[src/hdl/ppoc_pkg.sv]
package ppoc_pkg;

	localparam int DEPTH_DEF = 1024;
	localparam int VALUE_WIDTH_DEF = 32;

	localparam logic [2:0] VERDICT_UNSURE = 3'd0;
	localparam logic [2:0] VERDICT_STACK = 3'd1;
	localparam logic [2:0] VERDICT_QUEUE = 3'd2;
	localparam logic [2:0] VERDICT_PRIO = 3'd3;
	localparam logic [2:0] VERDICT_NONE = 3'd4;

	localparam int FLAG_STACK_BIT = 0;
	localparam int FLAG_QUEUE_BIT = 1;
	localparam int FLAG_PRIO_BIT = 2;

	typedef enum logic [3:0] {
		ST_IDLE,
		ST_POP_RD,
		ST_POP_CMP,
		ST_POP_LAST,
		ST_DN_RD,
		ST_DN_CMP,
		ST_UP_RD,
		ST_UP_CMP,
		ST_DONE,
		ST_OUT
	} state_t;

	typedef struct packed {
		logic load;
		logic do_push;
		logic pop_rd;
		logic pop_cmp;
		logic pop_last;
		logic dn_rd;
		logic dn_cmp;
		logic up_rd;
		logic up_cmp;
		logic finish;
	} cmd_t;

	typedef struct packed {
		logic full;
		logic heap_empty;
		logic up_done;
		logic dn_done;
		logic last;
		logic push;
	} status_t;

endpackage

[src/hdl/ppoc_ctrl.sv]
module ppoc_ctrl
	import ppoc_pkg::*;
(
	input  logic    clk,
	input  logic    arst_n,
	input  logic    in_fire,
	input  logic    out_free,
	input  status_t st,
	output cmd_t    cmd,
	output logic    busy
);
	state_t state_q, state_d;

	always_ff @(posedge clk or negedge arst_n) begin
		if (!arst_n) begin
			state_q <= ST_IDLE;
		end else begin
			state_q <= state_d;
		end
	end

	always_comb begin
		state_d = state_q;
		cmd = '0;
		busy = (state_q != ST_IDLE);
		case (state_q)
			ST_IDLE: begin
				if (in_fire) begin
					cmd.load = 1'b1;
					state_d = ST_POP_RD;
				end
			end
			ST_POP_RD: begin
				if (st.push) begin
					if (st.full) begin
						state_d = ST_DONE;
					end else begin
						cmd.do_push = 1'b1;
						state_d = ST_UP_RD;
					end
				end else begin
					cmd.pop_rd = 1'b1;
					state_d = ST_POP_CMP;
				end
			end
			ST_POP_CMP: begin
				cmd.pop_cmp = 1'b1;
				state_d = st.heap_empty ? ST_DONE : ST_POP_LAST;
			end
			ST_POP_LAST: begin
				cmd.pop_last = 1'b1;
				state_d = ST_DN_RD;
			end
			ST_DN_RD: begin
				if (st.dn_done) begin
					state_d = ST_DONE;
				end else begin
					cmd.dn_rd = 1'b1;
					state_d = ST_DN_CMP;
				end
			end
			ST_DN_CMP: begin
				cmd.dn_cmp = 1'b1;
				state_d = ST_DN_RD;
			end
			ST_UP_RD: begin
				if (st.up_done) begin
					state_d = ST_DONE;
				end else begin
					cmd.up_rd = 1'b1;
					state_d = ST_UP_CMP;
				end
			end
			ST_UP_CMP: begin
				cmd.up_cmp = 1'b1;
				state_d = ST_UP_RD;
			end
			ST_DONE: begin
				if (!st.last) begin
					state_d = ST_IDLE;
				end else if (out_free) begin
					cmd.finish = 1'b1;
					state_d = ST_IDLE;
				end
			end
			default: state_d = ST_IDLE;
		endcase
	end
endmodule

[config.mk]
export PLATFORM = sky130hd
export DESIGN_NAME = ppoc_ctrl
export DESIGN_NICKNAME = d
export VERILOG_FILES = /design/src/hdl/ppoc_pkg.sv /design/src/hdl/ppoc_ctrl.sv
export SDC_FILE = /design/constraint.sdc
export NUM_CORES = 1
export LEC_CHECK = 0
export BUFFER_PORTS_ARGS = -buffer_cell sky130_fd_sc_hd__clkbuf_2
export CAP_MARGIN = 40
export CORE_AREA = 8 8 45 47
export DETAILED_ROUTE_END_ITERATION = 16
export DIE_AREA = 0 0 53 55
export SYNTH_ARGS = -nofsm -noshare
export SYNTH_HDL_FRONTEND = slang
export SYNTH_SLANG_ARGS = --single-unit
export TNS_END_PERCENT = 100
[constraint.sdc]
create_clock -name clk -period 2 [get_ports clk]
set_input_delay 0.1 -clock clk [delete_from_list [all_inputs] [get_ports clk]]
set_output_delay 0.1 -clock clk [all_outputs]
set_load 0.01 [all_outputs]
==> flow_summary.json, run 1 <==
{
  "synthDistinctLibCells": 25,
  "cts_buffers": 3,
  "finalPower_uw": 641,
  "grt_pass1_vias": 402,
  "grt_antenna_before_repair": 0,
  "gr-usage-all-layers_pct": 7.57,
  "dieHeight_um": 55,
  "start_kind": "flip-flop",
  "insertion_delay_ns": 0.23,
  "drt-total-wl_um": 1020,
  "path_clk_slew_ns": 0.04,
  "worstPathRequired_ns": 1.90,
  "dieArea_um2": 2920,
  "grt_pass1_wl_um": 1670,
  "max_cap_violations": 0,
  "p_per_area_nw_per_um2": 1270,
  "ios": 21,
  "min_to": "state_q[3]",
  "layout-drive-gt1-share_pct": 41.5,
  "ys_warn_count": 0,
  "critical_path.max_stage_delay_ns": 0.62,
  "final_hold_viol_count": 0,
  "dpl_cell_area_um2": 470,
  "rows": 14,
  "globalRouteOverflowTotal": 0,
  "wl_per_cell_um": 12.6,
  "die_x_um": 53,
  "area_growth_pct": 34.0,
  "viasPerCell": 4.77,
  "portBuffers": 20,
  "period_share_pct": 91.9,
  "gp_congestion": 0.795,
  "relSlewSlack_pct": 64.5,
  "dr.pass1.iters": 4,
  "route.detailed.drc": 0,
  "cts_resized": 0,
  "dp_hpwl_um": 801,
  "floorplan.initialDensity_pct": 27.1,
  "h-tree-depth": 1,
  "n_antenna_cell": 0,
  "rsz0062_at_grt": "no",
  "setup_viol": 0,
  "synth_area_per_cell_um2": 8.34,
  "cts_tree": "done",
  "reg2reg_to": "state_q[2]",
  "min_from": "out_free",
  "r2r-start": "state_q[1]",
  "ant_nets": 0,
  "path_cells": "or4b_4, nor3b_2, clkbuf_2",
  "largest_reg_flops": 4,
  "cts-root-buf": "clkbuf_4",
  "skew_ns": 0.00323,
  "cts_buffer_depth": 2,
  "ff2ff_path_depth": 3,
  "nFillCells": 159,
  "fin_nets": 77,
  "min_path_type": "input port to flip-flop",
  "post-route-util_pct": 36.3,
  "cp_slowest_cell": "or4b_4",
  "worst_pin_slew_ns": 0.525,
  "vias": 386,
  "layout_min_cycle_time_ns": 1.84,
  "p_leak_nw": 0.256,
  "cp.arrival_ns": 1.74,
  "seqCellArea_um2": 100,
  "min_path_cells": 2,
  "yosysSeqAreaShare_pct": 26.7,
  "setup_tns_ns": 0,
  "core_um2": 1380,
  "drv_slew": 0,
  "fmax_mhz": 544,
  "endpoint_kind": "output port",
  "cts.sinks": 4,
  "syn_area_um2": 375,
  "syn_inst": 45,
  "cp_max_fo": 13,
  "grt_max_degree": 14,
  "cts_setup_buffers": 0,
  "post-route-cell-area_um2": 503,
  "synth_nets": 55,
  "ff2ff_setup_slack_ns": 0.47,
  "multi_input_comb_area_um2": 239,
  "regMostFlops": "state_q",
  "top_regs": "state_q (4)",
  "drt-initial-drc-count": 6,
  "ys_ff_latch": 4,
  "ir_drop_mv": 0.355,
  "crit_type": "flip-flop to output port",
  "status": "finished clean"
}
==> power breakdown <==
group          switching [mW]  internal, mW  leakage, nW
sequential              0.101         0.117       0.0524
combinational           0.148         0.171        0.189
clock                  0.0356        0.0673       0.0138
total                   0.286         0.355        0.256
==> cell families after synthesis <==
logic type | synth area share, %
buffers and inverters | 9.67
AOI/OAI and AO/OA | 6.67
xor gates and xnor gates | 2.33
DFF | 26.7
and+or+nand+nor | 46.0
muxes | 8.67
==> placed cells by master, fill, tap and decap left out, drive strengths merged, types with 2 or more instances in the layout <==
cell type / count
clkbuf: 23
nor2: 5
nand2: 4
nand2b: 4
dfrtp: 4
inv: 3
nor3: 2
and3: 2
nor4b: 2
nand3: 2
nor3b: 2
==> Yosys cell counts (all sizes together) <==
library cell | count | area (um2)
xor2 | 1 | 8.76
nand3 | 2 | 10.0
o211ai | 1 | 7.51
dfrtp | 4 | 100
buf | 3 | 21.3
nor3b | 2 | 20.0
nor3 | 2 | 10.0
nor2 | 5 | 18.8
nand4b | 1 | 8.76
mux2i | 1 | 10.0
nand2 | 4 | 15.0
o32a | 1 | 11.3
or4b | 1 | 13.8
nand3b | 1 | 7.51
a31oi | 1 | 6.26
nor4 | 1 | 6.26
nand2b | 4 | 25.0
nor4b | 2 | 17.5
mux4 | 1 | 22.5
inv | 3 | 11.3
and3 | 2 | 12.5
and2b | 1 | 7.51
clkbuf | 1 | 3.75
==> critical path: cells and delay by family (launching register included) <==
family	cells	cell delay [ns]
DFF	1	0.52
buffers and inverters	1	0.16
and+or+nand+nor	2	0.83
==> routing by layer <==
layer / up-vias / GRT usage (%) / wire length [um]
met5: - / 0 / 0
li1: 199 / - / -
met4: 0 / 5.17 / 6
met1: 176 / 9.23 / 492
met2: 9 / 11.7 / 471
met3: 2 / 1.60 / 54
==> cell type report <==
type,instances,area share (%)
multi-input combinational,34,47.5
clock buffer,3,4.48
inverter,3,2.24
tap,16,3.98
sequential,4,19.9
timing repair buffer,21,21.9
==> worst max path at each step <==
stage,slack (ns),to,depth (start not counted),from
floorplan,0.52,state_q[2],4,state_q[3]
global placement,0.43,cmd[8],3,state_q[1]
detailed placement,0.42,cmd[8],3,state_q[1]
CTS,0.15,cmd[8],3,state_q[1]
global route,0.09,cmd[8],3,state_q[1]
finish,0.16,cmd[8],3,state_q[1]
==> per-stage QoR <==
stage	setup WS (ns)	hold slack, ns	std cells
2_1_floorplan	0.519	-0.196	45
3_3_place_gp	0.433	-0.0870	77
3_5_place_dp	0.417	-0.0860	77
4_1_cts	0.152	0.0844	81
5_1_grt	0.0921	0.116	81
6_report	0.163	0.0895	81
==> timing repair <==
| action | CTS | global route |
|---|---|---|
| endpoints found under the hold margin | 4 | 0 |
| setup endpoints to repair | 0 | 0 |
| hold buffers | 1 | 0 |
(Power assumes the default switching activity.)
==> run 2: changes to the inputs <==
ABC_AREA = 1   (was unset)
==> run 2 against run 1 <==
  * First-iteration DRC count unchanged
  * Clock-buffer cell count unchanged
  * Maximum frequency increased by 30%
  * Setup slack better by 0.42 ns
  * Global-route usage down 0.36 points
  * Total power up 4.9%
  * Combinational power rose by 23%
  * Wire length increased by 5.6%
  * Flip-flop and latch count unchanged
  * Largest cell class unchanged
==> flow_summary.json, run 2 <==
{
  "status": "finished clean",
  "cts-root-buf": "clkbuf_4",
  "synth-edff-count": 0,
  "final_hold_viol_count": 0,
  "layout_commonest_cell": "clkbuf_2",
  "largest_reg_flops": 4,
  "cts_buffer_depth": 2,
  "rows": 14,
  "fin_cells": 104,
  "insertion_delay_ns": 0.23,
  "netlist_top_cells_count": "14 x nand2_1, 10 x inv_1, 10 x nor2_1",
  "syn_area_um2": 392,
  "endpoint_kind": "output port",
  "relSlewSlack_pct": 83.3,
  "nFillCells": 152,
  "regMostFlops": "state_q",
  "grt_pass1_vias": 408,
  "layout-drive-gt1-share_pct": 39.8,
  "vias": 453,
  "h-tree-depth": 1,
  "ys_dominant_reg_cell": "dfrtp_1",
  "reg2reg_to": "state_q[0]",
  "drt-initial-drc-count": 6,
  "cp.arrival_ns": 1.32,
  "start_kind": "flip-flop",
  "syn_inst": 64,
  "ys_ff_latch": 4,
  "dp_cells": 100,
  "yosys.area.top_type_share_pct": 25.6,
  "fmax_mhz": 705,
  "critical_path.max_stage_delay_ns": 0.45,
  "layout_min_cycle_time_ns": 1.42,
  "layout_common_cells": "20 x clkbuf_2, 14 x nand2_1, 10 x inv_1, 10 x nor2_1, 9 x nand3_1",
  "wl_per_cell_um": 10.4,
  "portBuffers": 20,
  "gp_congestion": 0.719,
  "drv_slew": 0,
  "p_per_area_nw_per_um2": 1240,
  "crit_type": "flip-flop to output port",
  "grt_max_degree": 10,
  "synth_nets": 74,
  "cp_slowest_cell": "dfrtp_1",
  "min_from": "st[1]",
  "top_regs": "state_q (4)",
  "ir_drop_mv": 0.537,
  "critPathCapture": "cmd[9]",
  "skew_ns": 0.000911,
  "ff2ff_path_depth": 5,
  "cts_buffers": 3,
  "cts_tree": "done",
  "min_path_type": "input port to flip-flop",
  "path_cells": "nor2_4, nand2_1, nor2_1, clkbuf_2",
  "ff2ff_setup_slack_ns": 0.87,
  "dr.pass1.iters": 4,
  "path_clk_slew_ns": 0.04,
  "grt_pass1_wl_um": 1640,
  "dp_hpwl_um": 916,
  "synthArstFlopShare_pct": 100,
  "rsz0062_at_grt": "no",
  "route.detailed.drc": 0,
  "dieArea_um2": 2920,
  "yosysSeqAreaShare_pct": 25.6,
  "cp_max_fo": 9,
  "ios": 21,
  "critPathBufInv": 1,
  "setup_tns_ns": 0,
  "setup_viol": 0,
  "core_um2": 1380,
  "die_x_um": 53,
  "ys_warn_count": 0,
  "n_antenna_cell": 0,
  "path_delay_family": "simple AND/OR/NAND/NOR gates",
  "max_cap_violations": 0,
  "viasPerCell": 4.36,
  "drt-total-wl_um": 1080,
  "globalRouteOverflowTotal": 0,
  "synthDistinctLibCells": 13,
  "synth_area_per_cell_um2": 6.12,
  "ant_nets": 0,
  "worstPathRequired_ns": 1.90,
  "floorplan.initialDensity_pct": 28.3,
  "dieHeight_um": 55,
  "cp.depth": 4,
  "synth_most_common_cell": "nand2_1",
  "gr-usage-all-layers_pct": 7.22,
  "period_share_pct": 70.9,
  "post-synth-top-area-cell": "dfrtp_1",
  "finalPower_uw": 672,
  "critPathLaunch": "state_q[3]",
  "p_leak_nw": 0.351,
  "synth.area.top_cells": "dfrtp_1 26%, nand2_1 13%, nand3_1 12%",
  "grt_antenna_before_repair": 0,
  "cts.sinks": 4,
  "worst_pin_slew_ns": 0.248,
  "area_growth_pct": 39.0,
  "fin_nets": 100,
  "cts_resized": 0,
  "r2r-start": "state_q[0]"
}
==> run 2: changes by cell type in the layout (fill, tap and decap cells not counted), sizes merged, moves of 2 or more <==
cell and change:
inv +11, nand2 +10, and3 -2, nand4 +2, nor3b -2, nand3 +9, nor3 -2, nor2 +11
nand2b -4, nor4b -2
==> run 2: logic make-up (layout without fill, tap and decap cells) <==
group / Yosys count / after routing / synth area share, %
compound gates: 1 / 1 / 1.28
buf+inv: 14 / 38 / 13.4
flops: 4 / 4 / 25.6
simple gates: 45 / 45 / 59.7
==> run 2: worst reg2reg max path, delay by kind of cell, from the launching register on <==
family	cells	cell delay, ns
AND/OR/NAND/NOR	5	0.61
flip-flops	1	0.44
==> run 2: metal layers <==
metal  part of all wire [%]  vias up  routed length (um)  global-route usage (%)
met3                    7.5        0                  81                    2.41
met2                     47       13                 504                    11.5
met1                     46      193                 495                    9.28
li1                       -      247                   -                       -
met5                      0        -                   0                       0
met4                      0        0                   0                    1.29
==> run 2: final cells by class <==
class	instances	area [um2]	share of cell area, %
Clock buffer	3	22.5	4.14
Inverter	14	52.6	9.66
Multi-Input combinational cell	46	239	43.9
Sequential cell	4	100	18.4
Tap cell	16	20.0	3.68
Timing Repair Buffer	21	110	20.2
==> run 2: stage by stage <==
step | cell area, um2 | setup slack (ns) | utilization, % | hold WS, ns
finish | 544 | 0.582 | 39.3 | 0.165
global route | 544 | 0.513 | 39.3 | 0.183
detailed placement | 512 | 0.835 | 37.0 | -0.0900
floorplan | 392 | 0.915 | - | -0.196
CTS | 544 | 0.581 | 39.3 | 0.157
global placement | 512 | 0.834 | 37.0 | -0.0903
==> run 2: what timing repair did <==
| item | 4_1_cts | 5_1_grt |
|---|---|---|
| hold buffers | 1 | 0 |
| buffers inserted | 0 | 0 |
| endpoints found under the hold margin | 4 | 0 |
==> run 2: worst min path at each step <==
stage,slack [ns],depth (start not counted),to
after global routing,0.18,3,state_q[3]
after global placement,-0.09,1,state_q[1]
after CTS,0.16,3,state_q[3]
after floorplan,-0.20,0,state_q[0]
final,0.16,3,state_q[3]
after detailed placement,-0.09,1,state_q[2]
==> run 2: power by group <==
group | internal, mW | switching (mW) | total, mW
clock network | 0.0670 | 0.0305 | 0.0975
logic | 0.141 | 0.252 | 0.394
registers | 0.116 | 0.0655 | 0.181
